[src/design/assert_macros.svh]
// Assertion macros shared by the color generator modules.
`ifndef ASSERT_MACROS_SVH
`define ASSERT_MACROS_SVH

// Condition holds at every clock edge outside reset.
`define ASSERT_ALWAYS(label, clk, rst_n, cond) \
    label: assert property (@(posedge clk) disable iff (!rst_n) (cond)) \
        else $error("assertion failed");

// Consequent holds in the same cycle as the antecedent.
`define ASSERT_IMPLIES(label, clk, rst_n, ante, cons) \
    label: assert property (@(posedge clk) disable iff (!rst_n) (ante) |-> (cons)) \
        else $error("assertion failed");

// Consequent holds in the cycle after the antecedent.
`define ASSERT_NEXT(label, clk, rst_n, ante, cons) \
    label: assert property (@(posedge clk) disable iff (!rst_n) (ante) |=> (cons)) \
        else $error("assertion failed");

`endif

[src/design/grhc_pkg.sv]
// Shared constants, types and helpers of the golden-ratio hue color generator.
package grhc_pkg;

    localparam int HUE_BITS     = 16;
    localparam int CHANNEL_BITS = 8;
    localparam int SEED_BITS    = 16;
    localparam int Q16_BITS     = 16;

    localparam logic [63:0] GOLDEN_FRAC64 = 64'h9E3779B97F4A7C15;

    // Golden fraction rounded to nearest at HUE_BITS.
    localparam logic [HUE_BITS-1:0] GOLDEN_STEP = HUE_BITS'(
        (GOLDEN_FRAC64 >> (64 - HUE_BITS)) + ((GOLDEN_FRAC64 >> (63 - HUE_BITS)) & 64'd1));

    localparam logic [Q16_BITS-1:0] VALUE_Q16     = 16'd62259;
    localparam logic [Q16_BITS-1:0] SAT_LIGHT_Q16 = 16'd32768;
    localparam logic [Q16_BITS-1:0] SAT_DARK_Q16  = 16'd58982;

    // Levels are Q0.16 with 1.0 = 2^16, so they need one extra bit.
    localparam int LEVEL_BITS = Q16_BITS + 1;
    localparam logic [LEVEL_BITS-1:0] LEVEL_ONE = LEVEL_BITS'(1) << Q16_BITS;

    localparam int CHAN_MAX   = (1 << CHANNEL_BITS) - 1;
    localparam int SCALE_BITS = Q16_BITS + CHANNEL_BITS;
    localparam logic [SCALE_BITS-1:0] CHAN_SCALE = SCALE_BITS'(62259 * CHAN_MAX);
    localparam int CHAN_PROD_BITS = LEVEL_BITS + SCALE_BITS + 1;
    localparam int CHAN_SHIFT     = 2 * Q16_BITS;

    // Largest channel code: value 0.95 at full level.
    localparam logic [CHANNEL_BITS-1:0] CHAN_PEAK =
        CHANNEL_BITS'((62259 * CHAN_MAX + (1 << (Q16_BITS - 1))) >> Q16_BITS);

    typedef logic [LEVEL_BITS-1:0]   level_t;
    typedef logic [CHANNEL_BITS-1:0] channel_t;

    // Hue sextants, named by the hue range they cover.
    typedef enum logic [2:0] {
        SEC_RED_YELLOW    = 3'd0,
        SEC_YELLOW_GREEN  = 3'd1,
        SEC_GREEN_CYAN    = 3'd2,
        SEC_CYAN_BLUE     = 3'd3,
        SEC_BLUE_MAGENTA  = 3'd4,
        SEC_MAGENTA_RED   = 3'd5
    } sector_t;

    typedef struct packed {
        sector_t             sector;
        logic [HUE_BITS-1:0] frac;
        logic                dark;
    } hue_item_t;

    typedef struct packed {
        level_t r;
        level_t g;
        level_t b;
    } rgb_levels_t;

    // Realign a Q0.16 seed to HUE_BITS: shift left when wider, truncate when narrower.
    function automatic logic [HUE_BITS-1:0] align_seed(input logic [SEED_BITS-1:0] seed);
        logic [SEED_BITS+HUE_BITS-1:0] wide;
        wide = {seed, HUE_BITS'(0)};
        return wide[SEED_BITS+HUE_BITS-1 -: HUE_BITS];
    endfunction

endpackage

[src/design/grhc_hue_gen.sv]
// Hue phase accumulator, seed register and input stage with sextant split.
`include "assert_macros.svh"

module grhc_hue_gen
    import grhc_pkg::*;
(
    input  logic                 clk,
    input  logic                 rst_n,
    input  logic                 cfg_valid,
    input  logic [SEED_BITS-1:0] cfg_data,
    input  logic                 in_valid,
    output logic                 in_ready,
    input  logic                 dark_palette,
    output logic                 item_valid,
    input  logic                 item_ready,
    output hue_item_t            item
);

    logic [SEED_BITS-1:0]   seed_reg;
    logic [HUE_BITS-1:0]    phase_reg;
    logic [HUE_BITS-1:0]    phase_next;
    logic [HUE_BITS-1:0]    hue;
    logic [HUE_BITS+2:0]    hue6;
    logic                   valid_reg;
    logic                   valid_next;
    hue_item_t              item_reg;
    hue_item_t              item_next;
    logic                   accept;

    assign in_ready = !valid_reg || item_ready;
    assign accept   = in_valid && in_ready;

    always_comb
    begin
        phase_next = phase_reg + GOLDEN_STEP;
        hue        = align_seed(seed_reg) + phase_next;
        // hue * 6 as two shifts and an add
        hue6       = ((HUE_BITS + 3)'(hue) << 2) + ((HUE_BITS + 3)'(hue) << 1);
        item_next.sector = sector_t'(hue6[HUE_BITS +: 3]);
        item_next.frac   = hue6[HUE_BITS-1:0];
        item_next.dark   = dark_palette;
        if (accept)
        begin
            valid_next = 1'b1;
        end
        else if (item_ready)
        begin
            valid_next = 1'b0;
        end
        else
        begin
            valid_next = valid_reg;
        end
    end

    always_ff @(posedge clk or negedge rst_n)
    begin
        if (!rst_n)
        begin
            seed_reg  <= '0;
            phase_reg <= '0;
            valid_reg <= 1'b0;
        end
        else
        begin
            if (cfg_valid)
            begin
                seed_reg <= cfg_data;
            end
            if (accept)
            begin
                phase_reg <= phase_next;
            end
            valid_reg <= valid_next;
        end
    end

    always_ff @(posedge clk)
    begin
        if (accept)
        begin
            item_reg <= item_next;
        end
    end

    assign item_valid = valid_reg;
    assign item       = item_reg;

    `ASSERT_NEXT(a_phase_step, clk, rst_n, accept, phase_reg == HUE_BITS'($past(phase_reg) + GOLDEN_STEP))
    `ASSERT_NEXT(a_stage_loaded, clk, rst_n, accept, valid_reg)

endmodule

[src/design/grhc_level_stage.sv]
// Saturation scaling and six-sextant level selection.
`include "assert_macros.svh"

module grhc_level_stage
    import grhc_pkg::*;
(
    input  logic        clk,
    input  logic        rst_n,
    input  logic        item_valid,
    output logic        item_ready,
    input  hue_item_t   item,
    output logic        lvl_valid,
    input  logic        lvl_ready,
    output rgb_levels_t lvl
);

    localparam int SF_PROD_BITS = Q16_BITS + HUE_BITS + 1;

    logic [Q16_BITS-1:0]     sat;
    logic [SF_PROD_BITS-1:0] sf_prod;
    logic [Q16_BITS-1:0]     sf_raw;
    logic [Q16_BITS-1:0]     sf;
    level_t                  lev_p;
    level_t                  lev_q;
    level_t                  lev_t;
    rgb_levels_t             lvl_next;
    rgb_levels_t             lvl_reg;
    logic                    valid_reg;
    logic                    valid_next;
    logic                    load;

    assign item_ready = !valid_reg || lvl_ready;
    assign load       = item_valid && item_ready;

    always_comb
    begin
        sat     = item.dark ? SAT_DARK_Q16 : SAT_LIGHT_Q16;
        sf_prod = SF_PROD_BITS'(sat) * SF_PROD_BITS'(item.frac)
                + (SF_PROD_BITS'(1) << (HUE_BITS - 1));
        sf_raw  = sf_prod[HUE_BITS +: Q16_BITS];
        sf      = (sf_raw > sat) ? sat : sf_raw;
        lev_p   = LEVEL_ONE - LEVEL_BITS'(sat);
        lev_q   = LEVEL_ONE - LEVEL_BITS'(sf);
        lev_t   = LEVEL_ONE - LEVEL_BITS'(sat) + LEVEL_BITS'(sf);
        unique case (item.sector)
            SEC_RED_YELLOW:
            begin
                lvl_next = '{r: LEVEL_ONE, g: lev_t, b: lev_p};
            end
            SEC_YELLOW_GREEN:
            begin
                lvl_next = '{r: lev_q, g: LEVEL_ONE, b: lev_p};
            end
            SEC_GREEN_CYAN:
            begin
                lvl_next = '{r: lev_p, g: LEVEL_ONE, b: lev_t};
            end
            SEC_CYAN_BLUE:
            begin
                lvl_next = '{r: lev_p, g: lev_q, b: LEVEL_ONE};
            end
            SEC_BLUE_MAGENTA:
            begin
                lvl_next = '{r: lev_t, g: lev_p, b: LEVEL_ONE};
            end
            default:
            begin
                lvl_next = '{r: LEVEL_ONE, g: lev_p, b: lev_q};
            end
        endcase
        if (load)
        begin
            valid_next = 1'b1;
        end
        else if (lvl_ready)
        begin
            valid_next = 1'b0;
        end
        else
        begin
            valid_next = valid_reg;
        end
    end

    always_ff @(posedge clk or negedge rst_n)
    begin
        if (!rst_n)
        begin
            valid_reg <= 1'b0;
        end
        else
        begin
            valid_reg <= valid_next;
        end
    end

    always_ff @(posedge clk)
    begin
        if (load)
        begin
            lvl_reg <= lvl_next;
        end
    end

    assign lvl_valid = valid_reg;
    assign lvl       = lvl_reg;

    // One channel always sits at full level.
    `ASSERT_IMPLIES(a_one_full, clk, rst_n, valid_reg, (lvl_reg.r == LEVEL_ONE) || (lvl_reg.g == LEVEL_ONE) || (lvl_reg.b == LEVEL_ONE))

endmodule

[src/design/grhc_channel_stage.sv]
// Value scaling of the three levels into rounded channel codes, with output register.
`include "assert_macros.svh"

module grhc_channel_stage
    import grhc_pkg::*;
(
    input  logic        clk,
    input  logic        rst_n,
    input  logic        lvl_valid,
    output logic        lvl_ready,
    input  rgb_levels_t lvl,
    output logic        out_valid,
    input  logic        out_ready,
    output channel_t    red,
    output channel_t    green,
    output channel_t    blue
);

    logic     valid_reg;
    logic     valid_next;
    channel_t red_reg;
    channel_t green_reg;
    channel_t blue_reg;
    logic     load;

    // round(level * V * CHAN_MAX / 2^32), half up
    function automatic channel_t scale_level(input level_t level);
        logic [CHAN_PROD_BITS-1:0] prod;
        prod = CHAN_PROD_BITS'(level) * CHAN_PROD_BITS'(CHAN_SCALE)
             + (CHAN_PROD_BITS'(1) << (CHAN_SHIFT - 1));
        return prod[CHAN_SHIFT +: CHANNEL_BITS];
    endfunction

    assign lvl_ready = !valid_reg || out_ready;
    assign load      = lvl_valid && lvl_ready;

    always_comb
    begin
        if (load)
        begin
            valid_next = 1'b1;
        end
        else if (out_ready)
        begin
            valid_next = 1'b0;
        end
        else
        begin
            valid_next = valid_reg;
        end
    end

    always_ff @(posedge clk or negedge rst_n)
    begin
        if (!rst_n)
        begin
            valid_reg <= 1'b0;
        end
        else
        begin
            valid_reg <= valid_next;
        end
    end

    always_ff @(posedge clk)
    begin
        if (load)
        begin
            red_reg   <= scale_level(lvl.r);
            green_reg <= scale_level(lvl.g);
            blue_reg  <= scale_level(lvl.b);
        end
    end

    assign out_valid = valid_reg;
    assign red       = red_reg;
    assign green     = green_reg;
    assign blue      = blue_reg;

    `ASSERT_IMPLIES(a_chan_peak, clk, rst_n, valid_reg, (red_reg <= CHAN_PEAK) && (green_reg <= CHAN_PEAK) && (blue_reg <= CHAN_PEAK))

endmodule

[src/design/golden_ratio_hue_color_generator.sv]
// Top level of the golden-ratio hue color generator.
//
// Each transfer on the input channel (in_valid/in_ready, payload dark_palette)
// requests one color. The hue phase advances by the golden fraction, the hue
// is hue_seed plus that phase, and the HSV color (value 0.95, saturation 0.5
// light or 0.9 dark) comes out as red/green/blue on the output channel
// (out_valid/out_ready), one result per request, in order.
// hue_seed is written by a transfer on cfg_valid/cfg_ready with cfg_data;
// cfg_ready is always high. Write it only while no request is in flight.
// Pipeline: input/sextant register, level register (saturation multiply),
// output register (value multiplies). A request is registered in each stage
// in turn before its result is presented on the output channel.
// Throughput is one color per cycle; every stage loads whenever its successor
// can take data, so a stalled receiver holds the output register and backs
// the stall up through the stages to in_ready. Up to three colors are held.
// Reset clears the phase, the seed and all stage valids; no colors pend.

module golden_ratio_hue_color_generator
    import grhc_pkg::*;
(
    input  logic                 clk,
    input  logic                 rst_n,
    input  logic                 cfg_valid,
    output logic                 cfg_ready,
    input  logic [SEED_BITS-1:0] cfg_data,
    input  logic                 in_valid,
    output logic                 in_ready,
    input  logic                 dark_palette,
    output logic                 out_valid,
    input  logic                 out_ready,
    output channel_t             red,
    output channel_t             green,
    output channel_t             blue
);

    logic        item_valid;
    logic        item_ready;
    hue_item_t   item;
    logic        lvl_valid;
    logic        lvl_ready;
    rgb_levels_t lvl;

    assign cfg_ready = 1'b1;

    grhc_hue_gen u_hue_gen (
        .clk          (clk),
        .rst_n        (rst_n),
        .cfg_valid    (cfg_valid),
        .cfg_data     (cfg_data),
        .in_valid     (in_valid),
        .in_ready     (in_ready),
        .dark_palette (dark_palette),
        .item_valid   (item_valid),
        .item_ready   (item_ready),
        .item         (item)
    );

    grhc_level_stage u_level_stage (
        .clk        (clk),
        .rst_n      (rst_n),
        .item_valid (item_valid),
        .item_ready (item_ready),
        .item       (item),
        .lvl_valid  (lvl_valid),
        .lvl_ready  (lvl_ready),
        .lvl        (lvl)
    );

    grhc_channel_stage u_channel_stage (
        .clk       (clk),
        .rst_n     (rst_n),
        .lvl_valid (lvl_valid),
        .lvl_ready (lvl_ready),
        .lvl       (lvl),
        .out_valid (out_valid),
        .out_ready (out_ready),
        .red       (red),
        .green     (green),
        .blue      (blue)
    );

endmodule

[config.mk]
export PLATFORM = sky130hd
export DESIGN_NAME = golden_ratio_hue_color_generator
export DESIGN_NICKNAME = d
export VERILOG_FILES = /design/src/design/grhc_pkg.sv /design/src/design/grhc_hue_gen.sv /design/src/design/grhc_level_stage.sv /design/src/design/grhc_channel_stage.sv /design/src/design/golden_ratio_hue_color_generator.sv
export VERILOG_INCLUDE_DIRS = /design/src /design/src/design
export SDC_FILE = /design/constraint.sdc
export NUM_CORES = 1
export LEC_CHECK = 0
export BUFFER_PORTS_ARGS = -buffer_cell sky130_fd_sc_hd__buf_2
export CORE_MARGIN = 4
export CORE_UTILIZATION = 50
export CTS_CLUSTER_DIAMETER = 120
export DETAILED_ROUTE_END_ITERATION = 8
export PLACE_DENSITY = 0.74
export SYNTH_ARGS = -nofsm -noshare
export SYNTH_HDL_FRONTEND = slang
export SYNTH_SLANG_ARGS = --single-unit
[constraint.sdc]
create_clock -name clk -period 30.5 [get_ports clk]
set_input_delay 3.05 -clock clk [delete_from_list [all_inputs] [get_ports clk]]
set_output_delay 3.05 -clock clk [all_outputs]
set_load 0.05 [all_outputs]
Yosys cells after proc, flatten, opt, wreduce, memory -nomap -nowiden

Index checks and enable logic that the tools add are counted.

Output and inout port bits: 27
Word-level logic and storage cells: 55
Register bits: 130
Bits of input ports: 22

$lt $le $gt $ge: 1
Eq/ne operators: 4
Multipliers: 4
Muxes and demuxes: 9
Reduce and logical (&&, ||, !) cells: 13
$add $sub $neg: 10

Operators by type and width:

| kind                     | count |
|---|---|
| $pmux W51 S5             | 1 |
| $add A40 B32 Y40 const B | 3 |
| $mul A17 B24 Y40 const B | 3 |
| $sub A17 B16 Y17 const A | 2 |
| $add A32 B16 Y32 const B | 1 |
| $mul A16 B16 Y32         | 1 |
| $add A18 B17 Y19         | 1 |
| $add A17 B16 Y17         | 1 |
| $add A16 B16 Y16         | 1 |
| $add A16 B16 Y16 const B | 1 |
| $gt A16 B16 Y1           | 1 |
| $mux W16                 | 1 |
| $mux W15                 | 1 |
| $eq A3 B2 Y1 const B     | 2 |
| $mux W1                  | 6 |
| $reduce_bool A2 Y1       | 3 |
| $eq A3 B1 Y1 const B     | 1 |
| $eq A3 B3 Y1 const B     | 1 |
| $logic_and A1 B1 Y1      | 3 |
| $logic_not A1 Y1         | 3 |
| $logic_not A3 Y1         | 1 |
| $logic_or A1 B1 Y1       | 3 |

Longest topological paths before layout

Gate-level depths: netlist (run 1).

Depth in word-level cells: 7
Depth in mapped cells: 46
Gate-level depth less buffers: 41

Cells and area by module

A second synthesis (run 1) with hierarchy kept.

Cells, all modules: 3465
Area, all modules: 33325.7 um^2

By module, submodules not included:

| module                           | times used | seq. area each (um^2) | cells an instance | area each (um^2) |
|---|---|---|---|---|
| grhc_channel_stage               | 1          | 745.7                 | 2133              | 20980.1 |
| grhc_level_stage                 | 1          | 1556.5                | 957               | 8657.1 |
| grhc_hue_gen                     | 1          | 1396.3                | 373               | 3677.3 |
| golden_ratio_hue_color_generator | 1          | 0.0                   | 2                 | 11.3 |

Worst setup path after synthesis (run 1)

OpenSTA, ideal clock, no wires.

Kind: reg2reg
From: reg u_hue_gen.item_reg, in the netlist u_hue_gen.item[0]
To: reg u_level_stage.lvl_reg, in the netlist u_level_stage.lvl[8], data pin
Path buffers: 6
Setup slack: 20.337 ns
Arrival: 9.902 ns
Cell stages (with the launch flop): 40
Library setup time: 0.261 ns
Required time: 30.239 ns
Period minus slack after synthesis: 10.163 ns
Cells stage by stage: edfxtp_1 -> clkbuf_1 -> clkbuf_1 -> clkbuf_1 -> clkbuf_1 -> and2_1 -> ha_1 -> inv_1 -> ha_1 -> inv_1 -> fa_1 -> fa_1 -> fa_1 -> inv_1 -> fa_1 -> ha_1 -> ha_1 -> and2_1 -> (+4 left out) -> a41oi_1 -> ha_1 -> nor2b_1 -> a2111oi_0 -> nand2_1 -> o21ai_0 -> o2111a_1 -> clkbuf_1 -> nor2_1 -> nor3_1 -> ha_1 -> and2_1 -> o221ai_1 -> o21ai_2 -> o21a_1 -> nor3_1 -> o41ai_1 -> a221o_1

RTL lines:

| element                | RTL line                | RTL |
|---|---|---|
| from (decl)            | grhc_hue_gen.sv:26      | `hue_item_t item_reg;` |
| from (signal assigned) | grhc_hue_gen.sv:82      | `item_reg <= item_next;` |
| to (signal assigned)   | grhc_level_stage.sv:101 | `lvl_reg <= lvl_next;` |
| to (decl)              | grhc_level_stage.sv:27  | `rgb_levels_t lvl_reg;` |

==> results of run 1 <==
synth_stat cells, drive strengths merged, types with 22 or more instances:
library cell / count / share of area, %
a21o: 54 / 1.3
a21oi: 86 / 1.4
and2: 23 / 0.46
clkbuf: 22 / 0.27
dfrtp: 35 / 2.8
edfxtp: 94 / 9.1
fa: 515 / 33
ha: 623 / 25
inv: 813 / 9.8
nand2: 113 / 1.4
nand3: 29 / 0.47
nor2: 112 / 1.4
nor3: 31 / 0.53
o21ai: 76 / 1.2
xnor2: 80 / 2.3
xor2: 54 / 1.5
final timing paths:
path | to | slack (ps) | cells past startpoint | startpoint
max reg2reg | u_level_stage.lvl[8]$_DFFE_PP_ | 19580 | 37 | u_hue_gen.item[0]$_DFFE_PP_
min in group asynchronous | u_hue_gen.phase_reg[10]$_DFFE_PN0P_ | 2670 | 1 | rst_n
min reg2reg | u_hue_gen.phase_reg[15]$_DFFE_PN0P_ | 480 | 1 | u_hue_gen.phase_reg[15]$_DFFE_PN0P_
max in group asynchronous | u_hue_gen.phase_reg[2]$_DFFE_PN0P_ | 27350 | 1 | rst_n
min | u_hue_gen.phase_reg[15]$_DFFE_PN0P_ | 480 | 1 | u_hue_gen.phase_reg[15]$_DFFE_PN0P_
max | u_level_stage.lvl[8]$_DFFE_PP_ | 19580 | 37 | u_hue_gen.item[0]$_DFFE_PP_
cells by family (layout without fill, tap and decap cells):
family	after synthesis	after routing	synth area share, %
AOI/OAI and AO/OA	386	386	8.54
xor gates and xnor gates	134	134	3.77
adders and majority gates	1138	1138	58.1
buffers and inverters	846	897	10.2
DFF	129	129	11.9
muxes	25	25	0.868
other	1	1	0.0120
and+or+nand+nor	421	421	6.55
layer usage:
metal / vias to the layer above / global-route usage, % / wire, µm
met5: - / 0 / 0
met4: 0 / 5.28 / 1580
met3: 108 / 3.01 / 3270
met2: 532 / 36.5 / 33200
met1: 10300 / 29.0 / 30000
li1: 9979 / - / -
final cells by class:
class,count,area [µm²]
well taps,837,1050
clock inverters,15,136
flip-flops and latches,129,3700
fillers,5436,28800
repair buffers,52,273
clock buffers,17,425
multi-input cells,2105,24300
inverters,813,3050
metrics by stage:
step	cells	util (%)	hold slack (ps)	setup WS (ps)	cell area, µm²
2_1_floorplan	3080	-	449	20340	31100
3_3_place_gp	3936	52.4	460	19930	32300
3_5_place_dp	3936	52.4	472	19670	32300
4_1_cts	3968	53.3	488	19670	32900
5_1_grt	3968	53.3	510	18650	32900
6_report	3968	53.3	485	19580	32900
cells in the final DEF (no fill, tap or decap), types with 17 or more instances in the layout:
| cell | count |
|---|---|
| nand3_1 | 29 |
| dfrtp_1 | 35 |
| nor2_1 | 112 |
| nor2b_1 | 19 |
| xor2_1 | 54 |
| buf_2 | 47 |
| clkbuf_16 | 17 |
| edfxtp_1 | 94 |
| and2_1 | 22 |
| nand2b_1 | 20 |
| o21ai_0 | 70 |
| a21oi_1 | 84 |
| inv_1 | 813 |
| xnor2_1 | 80 |
| nor3_1 | 29 |
| or2_2 | 19 |
| ha_1 | 623 |
| nand2_1 | 113 |
| a21o_1 | 54 |
| fa_1 | 515 |
==> summary.md, run 1 <==
| Metric | Value |
|---|---|
| Hold buffer count at CTS | `0` |
| Share of layout cells above drive strength 1 | `4.57%` |
| CP max stage delay | `670 ps` |
| I/O pins | `49` |
| Mapped Cells | `3080` |
| Final WL | `68.0 mm` |
| Drc violations | `1` |
| DR iter-0 viols | `1299` |
| Slew @ Worst Pin | `around 1200 ps` |
| CTS HTree Levels | `4` |
| Routed vias | `20900` |
| Clock transition at the registers of the reported paths | `60 ps` |
| Die H | `258 µm` |
| Yosys warnings | `0` |
| Core area | `61700 µm²` |
| Worst skew pair latency | `440 ps` |
| # setup viols final | `0` |
| Final worst path period share | `35.8%` |
| Slew Limit Headroom | `20.1%` |
| Fmax | `approximately 92 MHz` |
| Worst endpoint required time | `30690 ps` |
| Syn Area/Cell | `10.1 µm²` |
| # Post-CTS Setup Buffers | `0` |
| Post-synth EDFFs | `94` |
| CTS tree | `built` |
| Hold Path Class | `reg2reg` |
| Worst Setup Start Kind | `register` |
| Initial antenna violation count | `0` |
| Core Rows | `91` |
| Crit-path leading delay family | `compound AO/OA/AOI/OAI gates` |
| CTS sink count | `roughly 130` |
| CP max-delay cell | `inv_1` |
| Fin. max-slew vios | `0` |
| Final HPWL DP | `59.1 mm` |
| Die X | `between 200 and 300 µm` |
| Critical Path AT | `11110 ps` |
| Nets | `4278` |
| Clock Root Buffer | `clkbuf_16` |
| Clock Skews | `between 10 and 15 ps` |
| Post-cts resize count | `0` |
| Post-synthesis sequential element count | `~130` |
| Status | `complete, but fails checks` |
| Seq/Total Area, Yosys | `11.9%` |
| Avg WL per Cell | `approximately 17 µm` |
| First-pass GRT wire length | `between 100 and 150 mm` |
| Pin count of the biggest net entering global routing | `52` |
| Cell area after synthesis | `31100 µm²` |
| Global route total overflow | `0` |
| Total of max-cap violations | `0` |
| Die area | `66300 µm²` |
| Setup total negative slack | `0 ps` |
| Max reg flops | `51` |
| Synth Flop Type | `edfxtp_1` |
| Fin. Hold Viols | `0` |
| Asr flop ratio synth | `27.1%` |
| Crit path time final | `around 11000 ps` |
| GP Congestion | `0.938` |
| Antenna Nets Post-Route | `0` |
| IO Port Bufs | `47` |
| Mapped Nets | `4240` |
| Vias in the first global route | `22500` |
| Worst Path Buf+Inv | `6` |
| Initial Util | `50.5%` |
| Clock buffer count from CTS | `17` |
| Critical Path End Type | `register` |
| Antenna cells | `0` |
| Drt pass-1 iters | `9` |
| Setup CP Type | `reg2reg` |
| Clock tree buffer depth | `2` |
| Distinct cell type count after synthesis | `82` |
| CP Max Fanout | `44` |
| Via density | `5.28` |
| Layout area overhead | `5.61%` |
| Total global-route track usage | `21.4%` |
| RSZ-0062 raised after global routing | `no` |
| Failing checks | `design-rule violations` |
Power of run 1 is not shown: default switching activity piles up to over one toggle a cycle in this logic, so the estimate is an artifact.
==> inputs of run 2 (changes only) <==
Settings changed: PLACE_DENSITY 0.74 to 0.76.
Clock period 30.5 ns to 9.5 ns, I/O delays scaled along.
==> run 2 against run 1 <==
Compared with the run above:
- the run now ends clean
- clock-buffer cell count rose by 1
- sequential share of layout area fell by 0.17 points
- hold slack improved by 3.7 ps
- first-iteration DRC count rose by 17%
- cell count rose by 0.78%
- via count rose by 1.1%
- critical path type unchanged
- critical endpoint is now u_level_stage.lvl[13]$_DFFE_PP_
- largest cell class unchanged
==> summary.md, run 2 (synthesis gave the netlist of run 1 again) <==
| Metric | Value |
|---|---|
| Commonest non-fill, non-tap cells in the layout | `inv_1 (813), ha_1 (620), fa_1 (515)` |
| Reg-to-reg critical path endpoint | `u_level_stage.lvl[13]$_DFFE_PP_` |
| First-pass GRT wire length | `116 mm (+0.50%)` |
| # setup viols final | `0 (unchanged)` |
| Final WL | `69.0 mm (+1.3%)` |
| Vias in the first global route | `22700 (+0.88%)` |
| Hold buffer count at CTS | `0 (unchanged)` |
| Clock Root Buffer | `clkbuf_16` |
| Hold Path Class | `reg2reg` |
| I/O pins | `49 (unchanged)` |
| Via density | `5.29 (+0.30%)` |
| Critical Path AT | `9290 ps (-1820 ps)` |
| Fin. max-slew vios | `0 (unchanged)` |
| Clock tree buffer depth | `2 (unchanged)` |
| Setup total negative slack | `0 ps (unchanged)` |
| Antenna Nets Post-Route | `0 (unchanged)` |
| Clock Skews | `14.8 ps (+3.46 ps)` |
| Total global-route track usage | `21.5% (+0.090 points)` |
| Fin. Hold Viols | `0 (unchanged)` |
| Nets | `4309 (+0.72%)` |
| Die H | `258 µm (unchanged)` |
| Final worst path period share | `95.8% (+60 points)` |
| Critical Path Most Common Cell | `ha_1` |
| Initial Util | `50.5% (unchanged)` |
| Critical Path End Type | `register` |
| Fmax | `110 MHz (+20%)` |
| Clock transition at the registers of the reported paths | `70 ps (about the same)` |
| Worst Setup Start Kind | `register` |
| Core Rows | `91 (unchanged)` |
| CP max stage delay | `570 ps (-100 ps)` |
| Max reg flops | `51 (unchanged)` |
| Layout area overhead | `7.24%` |
| Initial antenna violation count | `0 (unchanged)` |
| Worst endpoint required time | `9690 ps (-21000 ps)` |
| Slew @ Worst Pin | `1080 ps (-92.7 ps)` |
| Worst Path Buf+Inv | `4 (-2)` |
| CP endpoint | `u_level_stage.lvl[13]$_DFFE_PP_` |
| Status | `complete, no violations` |
| Crit path time final | `9100 ps (-1820 ps)` |
| Clock buffer count from CTS | `17 (unchanged)` |
| Drt pass-1 iters | `6 (-3)` |
| Share of layout cells above drive strength 1 | `6.51% (+1.9 points)` |
| Slew Limit Headroom | `28.2% (+8.1 points)` |
| Final HPWL DP | `59.3 mm (+0.22%)` |
| Total of max-cap violations | `0 (unchanged)` |
| R2r setup slk | `400 ps (-19180 ps)` |
| Global route total overflow | `0 (unchanged)` |
| IO Port Bufs | `47 (unchanged)` |
| DR iter-0 viols | `1525 (+17%)` |
| Worst setup startpoint | `u_hue_gen.item[0]$_DFFE_PP_` |
| Setup CP Type | `reg2reg` |
| CTS HTree Levels | `4 (unchanged)` |
| Worst reg2reg path depth | `38 (+2.7%)` |
| Pin count of the biggest net entering global routing | `52 (unchanged)` |
| CTS sink count | `129 (unchanged)` |
| CP Max Fanout | `9 (-80%)` |
| Routed vias | `21200 (+1.1%)` |
| Die area | `66300 µm² (unchanged)` |
| Die X | `258 µm (unchanged)` |
| Antenna cells | `0 (unchanged)` |
| Avg WL per Cell | `17.2 µm (+0.56%)` |
| Number of cells on the critical path | `38 (+2.7%)` |
| Commonest non-fill, non-tap cell in the layout | `inv_1` |
| GP Congestion | `0.979 (+4.4%)` |
| Drc violations | `0 (-1)` |
| CP max-delay cell | `fa_1` |
| CTS tree | `built` |
| Worst skew pair latency | `450 ps (about the same)` |
| Reg2Reg Launch Point | `u_hue_gen.item[0]$_DFFE_PP_` |
| Core area | `61700 µm² (unchanged)` |
| Fillers | `5271 (-3.0%)` |
| Crit-path leading delay family | `adder cells` |
[run 2: cell types whose count changed in the layout (fill, tap and decap cells not counted), moves of 3 or more]
| cell | previous run | this run |
|---|---|---|
| buf_4 | 5 | 34 |
| a21oi_4 | 0 | 3 |
| xnor2_1 | 80 | 76 |
| clkinv_4 | 1 | 5 |
| o21ai_0 | 70 | 65 |
| xnor2_2 | 0 | 4 |
| ha_1 | 623 | 620 |
| o21ai_1 | 5 | 9 |
| clkinvlp_4 | 6 | 2 |
| a21oi_1 | 84 | 79 |
[run 2: layout make-up]
class                           count  area, µm²  share of cell area (%)
Multi-Input combinational cell   2105      24500                    73.3
Clock inverter                     14        180                   0.540
Sequential cell                   129       3700                    11.1
Tap cell                          837       1050                    3.14
Inverter                          813       3050                    9.14
Clock buffer                       18        429                    1.29
Timing Repair Buffer               83        507                    1.52
[run 2: how the worst min path moves through the flow]
stage,from,endpoint,slack (ps),depth (start not counted)
3_3_place_gp,u_hue_gen.item_valid$_DFFE_PN0P_,u_level_stage.lvl_valid$_DFFE_PN0P_,460,1
6_report,u_hue_gen.item_valid$_DFFE_PN0P_,u_level_stage.lvl_valid$_DFFE_PN0P_,490,1
3_5_place_dp,u_hue_gen.item_valid$_DFFE_PN0P_,u_level_stage.lvl_valid$_DFFE_PN0P_,470,1
2_1_floorplan,u_hue_gen.item_valid$_DFFE_PN0P_,u_level_stage.lvl_valid$_DFFE_PN0P_,450,1
5_1_grt,u_hue_gen.phase_reg[15]$_DFFE_PN0P_,u_hue_gen.phase_reg[15]$_DFFE_PN0P_,510,1
4_1_cts,u_hue_gen.item_valid$_DFFE_PN0P_,u_level_stage.lvl_valid$_DFFE_PN0P_,490,1
[run 2: worst reg2reg max path: cells and delay by family (launching register included)]
kind | cells | cell delay [ps]
flops | 1 | 470
fa+ha+maj | 11 | 3890
simple gates | 11 | 1670
compound gates | 11 | 2310
xor+xnor | 1 | 190
buf+inv | 4 | 310
[run 2: routing by layer]
| metal | routed length [µm] | GRT usage (%) | vias up |
|---|---|---|---|
| met5 | 0 | 0 | - |
| met4 | 1820 | 5.53 | 0 |
| met3 | 3460 | 3.49 | 131 |
| met2 | 33700 | 37.2 | 573 |
| met1 | 30000 | 28.2 | 10400 |
| li1 | - | - | 10000 |
[run 2: repair_timing]
item	CTS	global route
endpoints found under the setup margin	0	45
setup buffers	0	9
resized for setup	0	38
[run 2: stage by stage]
step | utilization, % | cell area [µm²] | instances | worst slack, ps | hold WS (ps)
2_1_floorplan | - | 31200 | 3080 | 3.37 | 449
3_3_place_gp | 52.7 | 32500 | 3958 | 210 | 464
3_5_place_dp | 52.7 | 32500 | 3958 | 38.7 | 471
4_1_cts | 53.7 | 33100 | 3990 | 35.0 | 487
5_1_grt | 54.1 | 33400 | 3999 | -38.3 | 509
6_report | 54.1 | 33400 | 3999 | 402 | 488
Power of run 2 is left out for the same reason.
